<file path="src/design/c8_ram.sv">
// Generic single-port RAM with registered read.
module c8_ram #(
    parameter int WIDTH = 8,
    parameter int DEPTH = 256
) (
    input  logic                     i_clk,
    input  logic                     i_we,
    input  logic [$clog2(DEPTH)-1:0] i_addr,
    input  logic [WIDTH-1:0]         i_wdata,
    output logic [WIDTH-1:0]         o_rdata
);
    logic [WIDTH-1:0] r_mem [DEPTH];
    logic [WIDTH-1:0] r_rdata;

    // Write, then register the read word
    always_ff @(posedge i_clk) begin
        if (i_we) begin
            r_mem[i_addr] <= i_wdata;
        end
        r_rdata <= r_mem[i_addr];
    end

    assign o_rdata = r_rdata;
endmodule

</file>
<file path="config.mk">
export PLATFORM = sky130hd
export DESIGN_NAME = c8_ram
export DESIGN_NICKNAME = d
export VERILOG_FILES = /design/src/design/c8_ram.sv
export SDC_FILE = /design/constraint.sdc
export NUM_CORES = 2
export LEC_CHECK = 0
export BUFFER_PORTS_ARGS = -buffer_cell sky130_fd_sc_hd__buf_2
export CAP_MARGIN = 20
export CORE_MARGIN = 4
export CORE_UTILIZATION = 45
export DETAILED_ROUTE_END_ITERATION = 10
export PLACE_DENSITY_LB_ADDON = 0.3
export SETUP_SLACK_MARGIN = 0.4
export SLEW_MARGIN = 20
export SYNTH_ARGS = -nofsm -noshare
export SYNTH_HDL_FRONTEND = slang
export SYNTH_SLANG_ARGS = --single-unit
</file>
<file path="constraint.sdc">
create_clock -name i_clk -period 3.7 [get_ports i_clk]
set_input_delay 0.185 -clock i_clk [delete_from_list [all_inputs] [get_ports i_clk]]
set_output_delay 0.185 -clock i_clk [all_outputs]
set_load 0.005 [all_outputs]
</file>
==> metrics <==
outcome=completed; cell with the most instances after synthesis=edfxtp_1; CTS tree=built; die extent in x=426 um; Worst slew margin=20.4%; initial antenna violation count=7; diode insertion count for antenna repair=0; combinational share of power=4.6%; Final Hold Slack=0.216 ns; max-cap violation count=0; endpoints failing hold=0; RSZ-0062 raised after global routing=no; number of remaining DRC errors=0; All-Layer GR Usage=21.5%; library cell occupying the most area in the post-synthesis netlist=edfxtp_1; power share of the clock group=42.5%; initial standard-cell utilization of the core=45.2%; worst-case vdd ir drop=0.506 mV; Net count, final=4026; Detailed Routing Iterations Pass 1=5; Post-Syn Area per Cell=22.1 um^2; Placed Cells=6114; TritonCTS Buffers=206; count of routing violations after the opening detailed-route iteration=4527; fin util=between 50% and 60%; Boundary Pins=26; Worst Path Class, Setup=reg -> reg; number of rows in the core area=153; post-synthesis async set-or-reset flop share=0%; drt total wl=194 mm; ratio of total power to cell area=~530 nW/um^2; Buffers on Ports=25; synth cell count leaders=2048 x edfxtp_1, 512 x mux4_2, 256 x a22oi_1; GP Congestion=a little over 0.8; Synth Instances=around 3500; sequential share of the synthesized area=78.6%; global-route wire length before repair=283 mm; Data required, critical path=around 4.4 ns; maximum clock frequency=around 360 MHz; number of global-route vias before repair=39121; CTS HTree Levels=4; total net switching power=10300 uW; cell-internal power=38400 uW; overflow left after global routing=0; vertical extent of the die=426 um; Max FO, Critical Path=1; detailed placer's ending HPWL=117 mm; routed len/inst=29.8 um; pin count of the biggest net entering global routing=149; slew at the pin closest to its max-slew limit=1.18 ns; Placeable Area=174000 um^2; remaining number of nets flagged by the antenna check after routing=0; area share of the largest cell type after synthesis=78.3%; category of the worst setup path capture point=register; CP Data Arrival Time=3.46 ns; share of cells above drive strength 1=31.0%; setup slack of the worst register-to-register path=0.91 ns; top post-synthesis cells by area=edfxtp_1 78%, mux4_2 15%, a22oi_1 2.4%; switch share=around a fifth; total of flip-flops plus latches after synthesis=a little over 2000; most used flip-flop cell after synthesis=edfxtp_1; worst clock skew=0.0429 ns; non-filler cells, final=6501; CP startpoint kind=register; Synth-to-Final Area Change=16.3%; Syn Std Cell Area=78500 um^2; static leakage power=roughly 0.029 uW; maximum buffer depth of the clock tree=3; clock latency reported for the late side of the worst-skew pair=0.83 ns; CTS sink cnt=2056; setup tns final=0 ns; vias post-DR=just under 40000; Resized cells post-CTS=0; Die Area=181000 um^2; class of the worst hold path=in -> reg; sequential group share of total power=52.8%; number of failing setup endpoints in the final timing report=0; number of distinct library cell variants in the gate-level netlist after synthesis=22; final period utilization=75.5%; Final Max Slew Viols=0; Post-synth EDFFs=around 2000; CTS clk-pin slew, worst paths=0.06 ns; clock tree root buffer cell=clkbuf_16; syn nets=3565; mean number of vias per cell=around 6.0; final critical-path required period=around 2.8 ns; synthesis warning total=0
## power groups by stage
| stage | combinational [uW] | sequential [uW] | clock (uW) |
|---|---|---|---|
| after floorplan | 1140 | 26200 | 0 |
| after global placement | 2240 | 26200 | 0 |
| after detailed placement | 2270 | 26200 | 0 |
| after CTS | 2290 | 25700 | 21000 |
| after global routing | 2390 | 25700 | 22100 |
| final | 2260 | 25700 | 20700 |
## critical path, cell delays in order, from the launching register on
cell and delay (ns):
edfxtp_1 0.36, mux4_2 0.49, a22oi_1 0.33, a21oi_1 0.18, o41ai_1 0.91, buf_4 0.26
nand4_1 0.09
## layer usage
layer	GRT usage (%)	part of all wire, %
met1	31.1	41
met2	33.8	48
met3	4.03	8.1
met4	5.87	2.6
met5	0	0.013
## registers in the layout, indices dropped and copies added, names as in the netlist
signal / cells
r_mem: 2048
o_rdata: 8
## kinds of logic after synthesis
| logic type | count (synthesis) | synth area share (%) |
|---|---|---|
| muxes | 512 | 14.7 |
| DFF | 2056 | 78.6 |
| buffers and inverters | 233 | 1.40 |
| AOI/OAI and AO/OA | 416 | 3.62 |
| and+or+nand+nor | 330 | 1.73 |
## worst paths after layout
check                               start                 endpoint  cells after the start
hold / removal                  i_addr[3]  r_mem[145][2]$_DFFE_PP_                      3
setup / recovery  r_mem[107][2]$_DFFE_PP_       o_rdata[2]$_DFF_P_                      6
hold reg to reg   r_mem[251][4]$_DFFE_PP_       o_rdata[4]$_DFF_P_                      5
setup reg to reg  r_mem[107][2]$_DFFE_PP_       o_rdata[2]$_DFF_P_                      6
## through the flow
| stage | setup slack (ns) | instance area [um^2] | power [uW] |
|---|---|---|---|
| 2_1_floorplan | 1.30 | 78500 | 27300 |
| 3_3_place_gp | -0.598 | 84400 | 28500 |
| 3_5_place_dp | 0.0341 | 84500 | 28500 |
| 4_1_cts | 0.804 | 91300 | 49000 |
| 5_1_grt | 0.825 | 91300 | 50200 |
| 6_report | 0.905 | 91300 | 48700 |
## placed cells by master (no fill, tap or decap), types with 16 or more instances in the layout
cell type     n
a22oi_1     256
buf_2        16
buf_4       407
nand2_1      27
nor2_1      231
nor3_1       30
edfxtp_1   2048
o41ai_1      29
mux4_2      512
clkbuf_1     39
bufinv_16    21
buf_12       41
clkinv_2     47
clkbuf_16   209
clkinv_1     41
a21oi_1     128
## area by class of cell
type	count	area, um^2
Sequential cell	2056	61700
Fill cell	13343	82300
Inverter	1	3.75
Clock inverter	126	1320
Timing Repair Buffer	485	4230
Clock buffer	250	5400
Tap cell	2325	2910
Multi-Input combinational cell	1258	15800
## repair_timing
| action | 4_1_cts | 5_1_grt |
|---|---|---|
| endpoints found under the hold margin | 458 | 0 |
| hold buffers | 10 | 0 |
| buffers inserted | 0 | 0 |
Note: power is estimated with default switching activity, not from simulation.
