==> config.mk <==
export PLATFORM = sky130hd
export DESIGN_NAME = c8_alu
export DESIGN_NICKNAME = d
export VERILOG_FILES = /design/src/design/c8_pkg.sv /design/src/design/c8_alu.sv
export SDC_FILE = /design/constraint.sdc
export NUM_CORES = 1
export LEC_CHECK = 0
export BUFFER_PORTS_ARGS = -buffer_cell sky130_fd_sc_hd__buf_4
export CORE_AREA = 4 4 59 61
export DETAILED_ROUTE_END_ITERATION = 8
export DIE_AREA = 0 0 63 65
export PLACE_DENSITY = 0.78
export SLEW_MARGIN = 15
export SYNTH_ARGS = -nofsm -noshare
export SYNTH_HDL_FRONTEND = slang
export SYNTH_SLANG_ARGS = --single-unit
==> constraint.sdc <==
create_clock -name vclk -period 3.1
set_input_delay 0.155 -clock vclk [all_inputs]
set_output_delay 0.155 -clock vclk [all_outputs]
set_load 0.01 [all_outputs]
==> src/design/c8_pkg.sv <==
// Shared constants, types and the font table of the CHIP-8 core.
package c8_pkg;

    localparam int C8_MEM_BYTES   = 4096;
    localparam int C8_MEM_AW      = $clog2(C8_MEM_BYTES);
    localparam int C8_FB_BYTES    = 256;
    localparam int C8_FB_AW       = $clog2(C8_FB_BYTES);
    localparam int C8_STACK_DEPTH = 16;
    localparam int C8_FONT_BYTES  = 80;
    localparam logic [11:0] C8_PC_START = 12'h200;

    // Command codes
    localparam logic [1:0] CMD_LOAD = 2'd0;
    localparam logic [1:0] CMD_EXEC = 2'd1;
    localparam logic [1:0] CMD_READ = 2'd2;

    // Opcode groups (top nibble)
    localparam logic [3:0] OP_SYS  = 4'h0;
    localparam logic [3:0] OP_JP   = 4'h1;
    localparam logic [3:0] OP_CALL = 4'h2;
    localparam logic [3:0] OP_SE   = 4'h3;
    localparam logic [3:0] OP_SNE  = 4'h4;
    localparam logic [3:0] OP_SEV  = 4'h5;
    localparam logic [3:0] OP_LD   = 4'h6;
    localparam logic [3:0] OP_ADD  = 4'h7;
    localparam logic [3:0] OP_ALU  = 4'h8;
    localparam logic [3:0] OP_LDI  = 4'hA;
    localparam logic [3:0] OP_RND  = 4'hC;
    localparam logic [3:0] OP_DRW  = 4'hD;
    localparam logic [3:0] OP_KEY  = 4'hE;
    localparam logic [3:0] OP_MISC = 4'hF;

    localparam logic [15:0] OP_CLS = 16'h00E0;
    localparam logic [15:0] OP_RET = 16'h00EE;

    // Register ALU sub codes (low nibble of 8XYN)
    localparam logic [3:0] ALU_MOV = 4'h0;
    localparam logic [3:0] ALU_OR  = 4'h1;
    localparam logic [3:0] ALU_AND = 4'h2;
    localparam logic [3:0] ALU_XOR = 4'h3;
    localparam logic [3:0] ALU_ADD = 4'h4;
    localparam logic [3:0] ALU_SUB = 4'h5;

    // Key and misc sub codes (low byte)
    localparam logic [7:0] KEY_DOWN = 8'h9E;
    localparam logic [7:0] KEY_UP   = 8'hA1;
    localparam logic [7:0] MISC_GDT = 8'h07;
    localparam logic [7:0] MISC_SDT = 8'h15;
    localparam logic [7:0] MISC_SST = 8'h18;
    localparam logic [7:0] MISC_ADI = 8'h1E;
    localparam logic [7:0] MISC_FNT = 8'h29;
    localparam logic [7:0] MISC_BCD = 8'h33;
    localparam logic [7:0] MISC_STR = 8'h55;
    localparam logic [7:0] MISC_LDR = 8'h65;

    typedef enum logic [4:0] {
        ST_INIT, ST_IDLE, ST_RD_WAIT, ST_F0, ST_F1, ST_F2, ST_VX, ST_VY,
        ST_EXEC, ST_CLR, ST_D0, ST_D1, ST_D2, ST_D3, ST_BSUB, ST_BWR,
        ST_ST, ST_LD0, ST_LD1, ST_ADV, ST_DONE
    } t_state;

    typedef struct packed {
        logic [15:0] a;
        logic [15:0] b;
        logic        sub;
    } t_alu_req;

    localparam logic [7:0] C8_FONT [0:C8_FONT_BYTES-1] = '{
        8'hF0, 8'h90, 8'h90, 8'h90, 8'hF0, 8'h20, 8'h60, 8'h20, 8'h20, 8'h70,
        8'hF0, 8'h10, 8'hF0, 8'h80, 8'hF0, 8'hF0, 8'h10, 8'hF0, 8'h10, 8'hF0,
        8'h90, 8'h90, 8'hF0, 8'h10, 8'h10, 8'hF0, 8'h80, 8'hF0, 8'h10, 8'hF0,
        8'hF0, 8'h80, 8'hF0, 8'h90, 8'hF0, 8'hF0, 8'h10, 8'h20, 8'h40, 8'h40,
        8'hF0, 8'h90, 8'hF0, 8'h90, 8'hF0, 8'hF0, 8'h90, 8'hF0, 8'h10, 8'hF0,
        8'hF0, 8'h90, 8'hF0, 8'h90, 8'h90, 8'hE0, 8'h90, 8'hE0, 8'h90, 8'hE0,
        8'hF0, 8'h80, 8'h80, 8'h80, 8'hF0, 8'hE0, 8'h90, 8'h90, 8'h90, 8'hE0,
        8'hF0, 8'h80, 8'hF0, 8'h80, 8'hF0, 8'hF0, 8'h80, 8'hF0, 8'h80, 8'h80
    };

    // Initial memory content: font glyphs at the bottom, zero elsewhere
    function automatic logic [7:0] font_byte(input logic [C8_MEM_AW-1:0] a);
        logic [7:0] v;
        v = 8'h00;
        if (a < C8_MEM_AW'(C8_FONT_BYTES)) begin
            v = C8_FONT[a[6:0]];
        end
        return v;
    endfunction

endpackage

==> src/design/c8_alu.sv <==
// Shared add/subtract unit of the CHIP-8 core.
module c8_alu (
    input  c8_pkg::t_alu_req i_req,
    output logic [16:0]      o_res
);
    import c8_pkg::*;

    // Add or subtract; bit 16 is carry out or borrow
    always_comb begin
        if (i_req.sub) begin
            o_res = {1'b0, i_req.a} - {1'b0, i_req.b};
        end else begin
            o_res = {1'b0, i_req.a} + {1'b0, i_req.b};
        end
    end
endmodule
==> results of run 1 <==
worst max-delay path: cells and delay by family:
kind / cells / cell delay [ns]
xor+xnor: 2 / 0.30
compound gates: 4 / 0.62
simple gates: 4 / 0.97
fa+ha+maj: 1 / 0.35
buf+inv: 2 / 0.26
final cells by class:
class | instances | area share (%)
multi-input combinational | 144 | 70.27
timing repair buffer | 50 | 24.17
inverter | 12 | 2.901
tap | 33 | 2.659
power groups by stage:
stage / combinational [mW] / sequential [mW] / clock (mW)
after global placement: 0.476 / 0 / 0
after global routing: 0.530 / 0 / 0
after floorplan: 0.294 / 0 / 0
after detailed placement: 0.480 / 0 / 0
final: 0.477 / 0 / 0
after CTS: 0.481 / 0 / 0
kinds of logic (layout without fill, tap and decap cells):
| kind of cell | count (synthesis) | in the layout | synth area share [%] |
|---|---|---|---|
| simple gates | 45 | 45 | 23.09 |
| buf+inv | 16 | 62 | 5.933 |
| fa+ha+maj | 18 | 18 | 20.06 |
| xor+xnor | 27 | 27 | 20.39 |
| compound gates | 51 | 51 | 27.94 |
| mux | 3 | 3 | 2.589 |
routing by layer:
layer	vias to the layer above	track usage [%]	wire length, um
met4	0	0.8264	14
met2	25	25.56	1413
met1	565	20.48	1384
met3	2	0.6932	113
li1	673	-	-
met5	-	0	0
cells in the mapped netlist:
cell type   n  share of area, %
o21ai_0     5               2.2
nand3_1     2              0.86
o211ai_1    3               1.9
nor3_1      3               1.3
nor3b_1     1              0.65
nor4_4      1               1.8
nor3_2      1              0.86
nand2_1     7               2.3
a21boi_2    1              0.97
o2111ai_1   1              0.76
nor3b_2     1               1.1
fa_1        1               1.7
nand2_2     1              0.54
a31oi_1     3               1.6
nand3b_1    1              0.65
o221ai_2    1               1.3
and3_1      3               1.6
ha_1       17                18
a31o_1      1              0.76
nor4_1      1              0.54
o21ai_2     1              0.76
o21bai_2    1              0.97
or2_2       1              0.54
clkbuf_2    1              0.43
or3_1       1              0.54
o22ai_1     1              0.54
inv_1      12               3.9
nand2b_1    4               2.2
a21oi_1    26                11
nor4b_4     1               2.0
mux2i_1     3               2.6
o311ai_2    1               1.4
nor2b_1     1              0.54
buf_6       1              0.97
a211oi_1    1              0.65
a211o_1     1              0.76
nor2_1     14               4.5
xnor2_1    21                16
clkbuf_1    2              0.65
o21ai_1     2              0.86
xor2_1      6               4.5
nand4_1     1              0.54
a21o_1      2               1.3
final timing paths:
check | from | end | slack [ns] | depth (start not counted)
setup / recovery | i_req[3] | o_res[16] | 0.28 | 13
hold / removal | i_req[18] | o_res[1] | 0.67 | 3
==> summary.md, run 1 <==
| Metric | Value |
|---|---|
| CLK BUF | `0` |
| Post-cts resize count | `0` |
| Slew Viols, Final | `0` |
| Int Power | `0.2398 mW` |
| Commonest non-fill, non-tap cell in the layout | `buf_4` |
| RSZ-0062 raised after global routing | `false` |
| Port Buffers | `50` |
| Synthesis-to-finish area growth | `33.87%` |
| Placer Congestion | `0.9267` |
| Kind of critical path | `in -> out` |
| Final period utilization | `90.86%` |
| Status | `complete, no violations` |
| Die width | `63 um` |
| Warnings, synthesis | `0` |
| Final wirelength | `2927 um` |
| Logic pwr share | `100.0%` |
| Fmax | `355.0 MHz` |
| Number of global-route vias before repair | `1202` |
| Finished Layout Cells | `239` |
| DP Area | `1553 sq um` |
| Seq Cell Count | `0` |
| Post-route setup TNS | `0 ns` |
| GR Util All Layers | `14.57%` |
| Net count, final | `259` |
| Worst IR drop on VDD | `0.1434 mV` |
| Most frequent cells in the layout | `buf_4, a21oi_1, xnor2_1` |
| Rows | `20` |
| PwrDens | `307.3 nW/um^2` |
| Initial antenna violation count | `0` |
| Worst path slowest cell | `ha_1` |
| DR iter-0 viols | `57` |
| Min Tclk post-route | `2.817 ns` |
| Min setup slack post-route | `0.2832 ns` |
| Crit start category | `input pin` |
| Wire per inst | `12.25 um` |
| Syn nets | `211` |
| Die ar. | `4095 sq um` |
| Layout cell share with drive strength beyond 1 | `29.61%` |
| Effective utilization at floorplan | `38.95%` |
| Post-DP HPWL | `2622 um` |
| Total gr overflow | `0` |
| Hold_buf cts | `0` |
| Register Area | `0 sq um` |
| Crit-path max FO | `7` |
| Inst Count DP | `239` |
| Ports | `50` |
| Min-Delay Path Class | `in -> out` |
| Die height | `65 um` |
| Mapped cell area | `1160 sq um` |
| First-pass iteration count of the detailed router | `4` |
| Final setup vio count | `0` |
| Hold Violations, Final | `0` |
| CP cell instances | `buf_4, nor2_1, nor4b_4, nor3b_2, a21oi_1, xnor2_1, ha_1, and3_1, a31o_1, o221ai_2, o311ai_2, xnor2_1, buf_4` |
| Critical path arrival | `2.66 ns` |
| Routed vias/inst | `5.293` |
| Post CTS Setup Buffer Count | `0` |
| Final core utilization | `52.14%` |
| Sw Share | `49.75%` |
| Clk pwr share | `0%` |
| Slowest cell delay on critical path | `0.35 ns` |
| Netlist cell types | `43` |
| Flop pwr share | `0%` |
| Core area | `2978 sq um` |
| Mean Syn Cell Area | `7.249 sq um` |
| Crit end category | `primary output` |
| Largest net degree at the start of global routing | `17` |
| Fill cell count | `293` |
| Pre-CTS WS | `0.2594 ns` |
| Routed Antenna Nets | `0` |
| Post-route DRC violation count | `0` |
| First-pass GRT wire length | `5126 um` |
| N_diodes | `0` |
| Slew HR | `71.14%` |
| Crit path required time | `2.94 ns` |
| Max-Cap Viols | `0` |
| Cells after synthesis | `160` |
| Worst slew pin tran | `0.4284 ns` |
| Vias | `1265` |
| Area occupied by multi-input gates | `1091 sq um` |
| Total Power | `0.4771 mW` |
| P_leak | `0.7173 nW` |
| Psw | `0.2373 mW` |
| Worst Hold Slack | `0.6732 ns` |
| Fin area | `1553 sq um` |
| Register area share after synthesis | `0%` |
(Power assumes the default switching activity.)
==> run 2, diff against run 1 <==
==> constraint.sdc (replaced) <==
create_clock -name vclk -period 3.1
set_input_delay 0.62 -clock vclk [all_inputs]
set_output_delay 0.62 -clock vclk [all_outputs]
set_load 0.01 [all_outputs]
==> run 2 against run 1 <==
Effect of this change: the flow now finishes with violations (negative setup slack); cell area is 56% higher; via count increased by 35%; total power rose by 60%; worst hold slack better by 0.98 ns; die area unchanged; flip-flop and latch count stayed put; largest cell class unchanged; largest power group unchanged.
==> summary.md, run 2 (synthesis results as in run 1) <==
| Metric | Value |
|---|---|
| Status | `complete, but fails checks` |
| Failing checks | `negative setup slack` |
| Commonest non-fill, non-tap cell in the layout | `buf_4` |
| Placer Congestion | `0.8544 (-7.8%)` |
| Crit start category | `input pin` |
| Initial antenna violation count | `0 (unchanged)` |
| Fmax | `268.9 MHz (-24%)` |
| Seq Cell Count | `0 (unchanged)` |
| First-pass iteration count of the detailed router | `4 (unchanged)` |
| Crit path required time | `2.48 ns (-0.46 ns)` |
| Max-Cap Viols | `0 (unchanged)` |
| Port Buffers | `50 (unchanged)` |
| Wire per inst | `17.49 um (+43%)` |
| Hold_buf cts | `0 (unchanged)` |
| Die height | `65 um (unchanged)` |
| First-pass GRT wire length | `7348 um (+43%)` |
| N_diodes | `0 (unchanged)` |
| Final wirelength | `5352 um (+83%)` |
| Final period utilization | `120.0% (+29 points)` |
| Hold Violations, Final | `0 (unchanged)` |
| Worst IR drop on VDD | `0.1713 mV (+19%)` |
| Ports | `50 (unchanged)` |
| Net count, final | `326 (+26%)` |
| PwrDens | `315.2 nW/um^2 (+2.6%)` |
| RSZ-0062 raised after global routing | `true` |
| CLK BUF | `0 (unchanged)` |
| Die ar. | `4095 sq um (unchanged)` |
| Die width | `63 um (unchanged)` |
| Effective utilization at floorplan | `38.95% (unchanged)` |
| Final setup vio count | `11 (+11)` |
| Routed Antenna Nets | `0 (unchanged)` |
| Fill cell count | `171 (-42%)` |
| Rows | `20 (unchanged)` |
| Post-DP HPWL | `3222 um (+23%)` |
| Crit-path max FO | `3 (-4)` |
| Crit path from | `i_req[6]` |
| Routed vias/inst | `5.572 (+5.3%)` |
| Worst slew pin tran | `0.4989 ns (+0.07052 ns)` |
| Slew Viols, Final | `0 (unchanged)` |
| GR Util All Layers | `21.84% (+7.3 points)` |
| Register Area | `0 sq um (unchanged)` |
| Slew HR | `66.49% (-4.7 points)` |
| P_leak | `1.156 nW (+61%)` |
| Min Tclk post-route | `3.719 ns (+0.9021 ns)` |
| Worst min-delay path startpoint | `i_req[18]` |
| Layout cell share with drive strength beyond 1 | `62.27% (+33 points)` |
| DR iter-0 viols | `121 (+110%)` |
| Critical path arrival | `3.10 ns (+0.44 ns)` |
| Kind of critical path | `in -> out` |
| Post-route DRC violation count | `0 (unchanged)` |
| Final core utilization | `81.18% (+29 points)` |
| Min-Delay Path Class | `in -> out` |
| Core area | `2978 sq um (unchanged)` |
| Vias | `1705 (+35%)` |
| Largest net degree at the start of global routing | `10 (-7)` |
| Worst Hold Slack | `1.653 ns (+0.9803 ns)` |
| Synthesis-to-finish area growth | `108.4%` |
| Most frequent cells in the layout | `buf_4, xnor2_1, buf_6` |
| Number of global-route vias before repair | `1616 (+34%)` |
| Total gr overflow | `0 (unchanged)` |
| Min setup slack post-route | `-0.6189 ns (-0.9021 ns)` |
| Crit end category | `primary output` |
-- run 2: cell count changes in the layout (fill, tap and decap cells not counted), moves of 4 or more --
cell / change
buf_8: +4
xnor2_2: +4
buf_4: +47
o21ai_0: -5
buf_6: +16
a21oi_2: +10
a21oi_1: -13
xnor2_1: -4
-- run 2: layout make-up --
type | instances | area, sq um | share of cell area [%]
Tap cell | 33 | 41.29 | 1.708
Timing Repair Buffer | 117 | 968.4 | 40.06
Inverter | 12 | 50.05 | 2.070
Multi-Input combinational cell | 144 | 1358 | 56.16
-- run 2: path summary, 6_finish.rpt --
kind | slack (ns) | cells after the start | end
max | -0.62 | 14 | o_res[16]
min | 1.65 | 3 | o_res[1]
-- run 2: through the flow --
step	instance area [sq um]	power, mW	TNS, ns	worst slack [ns]	std cells
finish	2417	0.7620	-4.155	-0.6189	306
global route	2417	0.8120	-5.704	-0.7404	306
CTS	2210	0.6560	-2.548	-0.4080	299
detailed placement	1951	0.5851	-3.462	-0.4385	290
global placement	1951	0.5722	-2.943	-0.3629	290
floorplan	1179	0.2983	-0.4100	-0.3195	160
-- run 2: power by group --
| group | leakage [nW] | internal [mW] | total (mW) | switching (mW) |
|---|---|---|---|---|
| registers | 0 | 0 | 0 | 0 |
| logic | 1.16 | 0.412 | 0.762 | 0.350 |
| clock network | 0 | 0 | 0 | 0 |
| total | 1.16 | 0.412 | 0.762 | 0.350 |
-- run 2: repair_timing --
| action | CTS | global route |
|---|---|---|
| setup buffers | 11 | 8 |
| setup endpoints to repair | 12 | 12 |
| hold endpoints to repair | 0 | 0 |
| gates resized for setup | 51 | 30 |
| pin swaps | 41 | 36 |
-- run 2: routing by layer --
layer | routed length, um | track usage (%) | vias up
met5 | 0 | 0 | -
met4 | 165 | 6.336 | 0
met3 | 295 | 1.906 | 20
met2 | 2824 | 42.16 | 75
met1 | 2067 | 25.23 | 806
li1 | - | - | 804
-- run 2: worst max-delay path: stages --
cell,delay [ns]
buf_8,0.10
nor4_4,0.29
nand2_2,0.14
nor3b_4,0.23
a21oi_2,0.09
xnor2_1,0.21
ha_1,0.30
buf_6,0.15
a21oi_4,0.16
o21ai_4,0.10
o221ai_4,0.20
o311ai_4,0.14
xnor2_1,0.19
buf_4,0.16
==> run 3, diff against run 2 <==
--- a/config.mk
+++ b/config.mk
@@ -6,10 +6,10 @@
 export NUM_CORES = 1
 export LEC_CHECK = 0
 export BUFFER_PORTS_ARGS = -buffer_cell sky130_fd_sc_hd__buf_4
-export CORE_AREA = 4 4 59 61
+export CORE_AREA = 4 4 53 55
 export DETAILED_ROUTE_END_ITERATION = 8
-export DIE_AREA = 0 0 63 65
-export PLACE_DENSITY = 0.78
+export DIE_AREA = 0 0 57 59
+export PLACE_DENSITY = 0.92
 export SLEW_MARGIN = 15
 export SYNTH_ARGS = -nofsm -noshare
 export SYNTH_HDL_FRONTEND = slang
==> run 3 against run 2 <==
Effect of this change: the flow now stops in 5_1_grt; synthesized area stayed put; synthesized cell count is the same.
==> summary.md, run 3 <==
| Metric | Value |
|---|---|
| Largest net degree at the start of global routing | `11` |
| Post-GRT worst EP | `o_res[16]` |
| Effective utilization at floorplan | `48.58% (+9.6 points)` |
| Cells after synthesis | `160 (unchanged)` |
| Inst Count DP | `285 (-1.7%)` |
| Warnings, synthesis | `0 (unchanged)` |
| Placer Congestion | `0.9205 (+7.7%)` |
| Syn nets | `211 (unchanged)` |
| Failed at | `5_1_grt` |
| Post-DP HPWL | `3803 um (+18%)` |
| Die width | `57 um (-9.5%)` |
| Synth top area share | `18.34% (unchanged)` |
| Area contributors post-synth | `ha_1, xnor2_1, a21oi_1` |
| Hold_buf cts | `0 (unchanged)` |
| Area leader, netlist | `ha_1` |
| Port Buffers | `50 (unchanged)` |
| Netlist cell types | `43 (unchanged)` |
| Mean Syn Cell Area | `7.249 sq um (unchanged)` |
| Register area share after synthesis | `0% (unchanged)` |
| DP Area | `1932 sq um (-0.96%)` |
| Mapped cell area | `1160 sq um (unchanged)` |
| Die height | `59 um (-9.2%)` |
| Count leader, synth | `a21oi_1` |
| Post-synth top cells | `a21oi_1, xnor2_1, ha_1` |
| Status | `aborted with a tool error` |
| Worst EP kind | `primary output` |
| Ports | `50 (unchanged)` |
| Rows | `18 (-10%)` |
| Stop err | `[ERROR DPL-0038] Utilization greater than 100%, impossible to legalize` |
[run 3: cell counts after synthesis]
Identical to the previous run, type by type.
[run 3: what timing repair did]
item                                    4_1_cts
endpoints found under the setup margin       12
setup buffers                                12
resized for setup                            50
pin swaps                                    38
[run 3: per-stage QoR]
step / worst slack, ns / hold WS [ns]
after global placement: -0.3302 / 1.616
after detailed placement: -0.4709 / 1.612
after CTS: -0.4255 / 1.657
after floorplan: -0.3195 / 1.398
[run 3: kinds of logic after synthesis]
kind of cell / share of synthesized area (%)
simple gates: 23.09
buf+inv: 5.933
xor+xnor: 20.39
mux: 2.589
fa+ha+maj: 20.06
compound gates: 27.94
==> run 4, diff against run 3 <==
--- a/config.mk
+++ b/config.mk
@@ -6,10 +6,10 @@
 export NUM_CORES = 1
 export LEC_CHECK = 0
 export BUFFER_PORTS_ARGS = -buffer_cell sky130_fd_sc_hd__buf_4
-export CORE_AREA = 4 4 53 55
+export CORE_AREA = 4 4 65 67
 export DETAILED_ROUTE_END_ITERATION = 8
-export DIE_AREA = 0 0 57 59
-export PLACE_DENSITY = 0.92
+export DIE_AREA = 0 0 69 71
+export PLACE_DENSITY_LB_ADDON = 0.15
 export SLEW_MARGIN = 15
 export SYNTH_ARGS = -nofsm -noshare
 export SYNTH_HDL_FRONTEND = slang
==> run 4 against run 3 <==
Effect of this change: the flow now finishes, with violations (negative setup slack).
==> summary.md, run 4 (synthesis results as in run 1) <==
| Metric | Value |
|---|---|
| CLK BUF | `0` |
| Fmax | `274.8 MHz` |
| Crit end category | `primary output` |
| Net count, final | `329` |
| Min-Delay Path Class | `in -> out` |
| Routed vias/inst | `5.022` |
| CP bufs+invs | `3` |
| Crit-path max FO | `4` |
| Kind of critical path | `in -> out` |
| Commonest non-fill, non-tap cell in the layout | `buf_4` |
| Ports | `50 (unchanged)` |
| Vias | `1627` |
| Effective utilization at floorplan | `31.92% (-17 points)` |
| Layout cell share with drive strength beyond 1 | `68.84%` |
| Wire per inst | `14.32 um` |
| Crit start category | `input pin` |
| Hold_buf cts | `0 (unchanged)` |
| Slowest cell delay on critical path | `0.30 ns` |
| Pre-CTS WS | `-0.5391 ns (-0.06817 ns)` |
| Hold path endpoint | `o_res[1]` |
| Worst min-delay path startpoint | `i_req[18]` |
| Final wirelength | `4641 um` |
| DR iter-0 viols | `47` |
| Final core utilization | `71.04%` |
| Port Buffers | `50 (unchanged)` |
| Critical path arrival | `3.02 ns` |
| Rows | `22 (+4)` |
| Failing checks | `negative setup slack` |
| GR Util All Layers | `16.37%` |
| Final setup vio count | `12` |
| Status | `complete, but fails checks` |
| First-pass iteration count of the detailed router | `4` |
| Worst slew pin tran | `0.2810 ns` |
| N_diodes | `0` |
| Total Power | `0.8067 mW` |
| Die width | `69 um (+21%)` |
| Critical Path Most Common Cell | `buf_4` |
| Slew Viols, Final | `0` |
| Total gr overflow | `0` |
| Seq Cell Count | `0` |
| Register Area | `0 sq um` |
| Hold Violations, Final | `0` |
| Slew HR | `80.73%` |
| RSZ-0062 raised after global routing | `true` |
| Worst IR drop on VDD | `0.1895 mV` |
| WHS Path Cells | `3` |
| Fill cell count | `298` |
| Max-Cap Viols | `0` |
| Post-route DRC violation count | `0` |
| Min Tclk post-route | `3.639 ns` |
| Most frequent cells in the layout | `buf_4, buf_6, xnor2_1` |
| Post-DP HPWL | `3490 um (-8.2%)` |
| Worst path slowest cell | `ha_1` |
| P_leak | `1.174 nW` |
| First-pass GRT wire length | `6913 um` |
| Placer Congestion | `0.7998 (-13%)` |
| Die height | `71 um (+20%)` |
| Initial antenna violation count | `0` |
| Min setup slack post-route | `-0.5394 ns` |
| Number of global-route vias before repair | `1598` |
| Largest net degree at the start of global routing | `8` |
| Core area | `3633 sq um` |
| Die ar. | `4899 sq um` |
| Top Family by Delay on Critical Path | `compound AO/OA/AOI/OAI gates` |
| Crit path required time | `2.48 ns` |
| CP cell instances | `buf_4, nor2_4, nor4b_4, buf_4, a21oi_2, xnor2_1, ha_1, a21o_1, a31o_1, o221ai_2, o311ai_4, xnor2_1, buf_4` |
| PwrDens | `312.5 nW/um^2` |
| Final period utilization | `117.4%` |
| Synthesis-to-finish area growth | `122.5%` |
| Routed Antenna Nets | `0` |
==> run 4: tightest hold or removal path, stage by stage <==
cell,delay [ns]
buf_4,0.10
fa_2,0.20
buf_4,0.11
==> run 4: power by group <==
part | internal (mW) | total, mW | leakage [nW] | switching, mW
Combinational | 0.450 | 0.807 | 1.17 | 0.357
Clock | 0 | 0 | 0 | 0
Sequential | 0 | 0 | 0 | 0
==> run 4: how the worst max path moves through the flow <==
stage | startpoint | to | slack, ns | cells after the start
2_1_floorplan | i_req[6] | o_res[16] | -0.32 | 12
3_3_place_gp | i_req[1] | o_res[14] | -0.40 | 13
3_5_place_dp | i_req[6] | o_res[16] | -0.54 | 14
4_1_cts | i_req[9] | o_res[16] | -0.48 | 13
5_1_grt | i_req[2] | o_res[15] | -0.68 | 16
6_report | i_req[4] | o_res[16] | -0.54 | 13
==> run 4: routing by layer <==
layer | GRT usage (%) | share of wire [%] | vias to the layer above
li1 | - | - | 818
met1 | 17.49 | 36 | 757
met2 | 33.47 | 57 | 44
met3 | 1.847 | 4.0 | 8
met4 | 4.121 | 2.1 | 0
met5 | 0 | 0 | -
==> run 4: final cells by class <==
class	instances	area, sq um	share of cell area [%]
Multi-Input combinational cell	144	1453	56.28
Tap cell	48	60.06	2.327
Inverter	12	50.05	1.939
Timing Repair Buffer	120	1018	39.46
==> run 4: stage by stage <==
step                instances  TNS (ns)  area, sq um  hold WS [ns]
detailed placement        309    -4.203         2012         1.613
global route              324    -5.840         2581         1.668
finish                    324    -4.142         2581         1.652
CTS                       317    -3.346         2251         1.655
global placement          309    -3.632         2012         1.614
floorplan                 160   -0.4100         1179         1.398
==> run 4: what timing repair did <==
action	4_1_cts	5_1_grt
gates resized for setup	45	56
hold endpoints to repair	0	0
pin swaps	36	45
buffers inserted	8	8
endpoints found under the setup margin	12	13
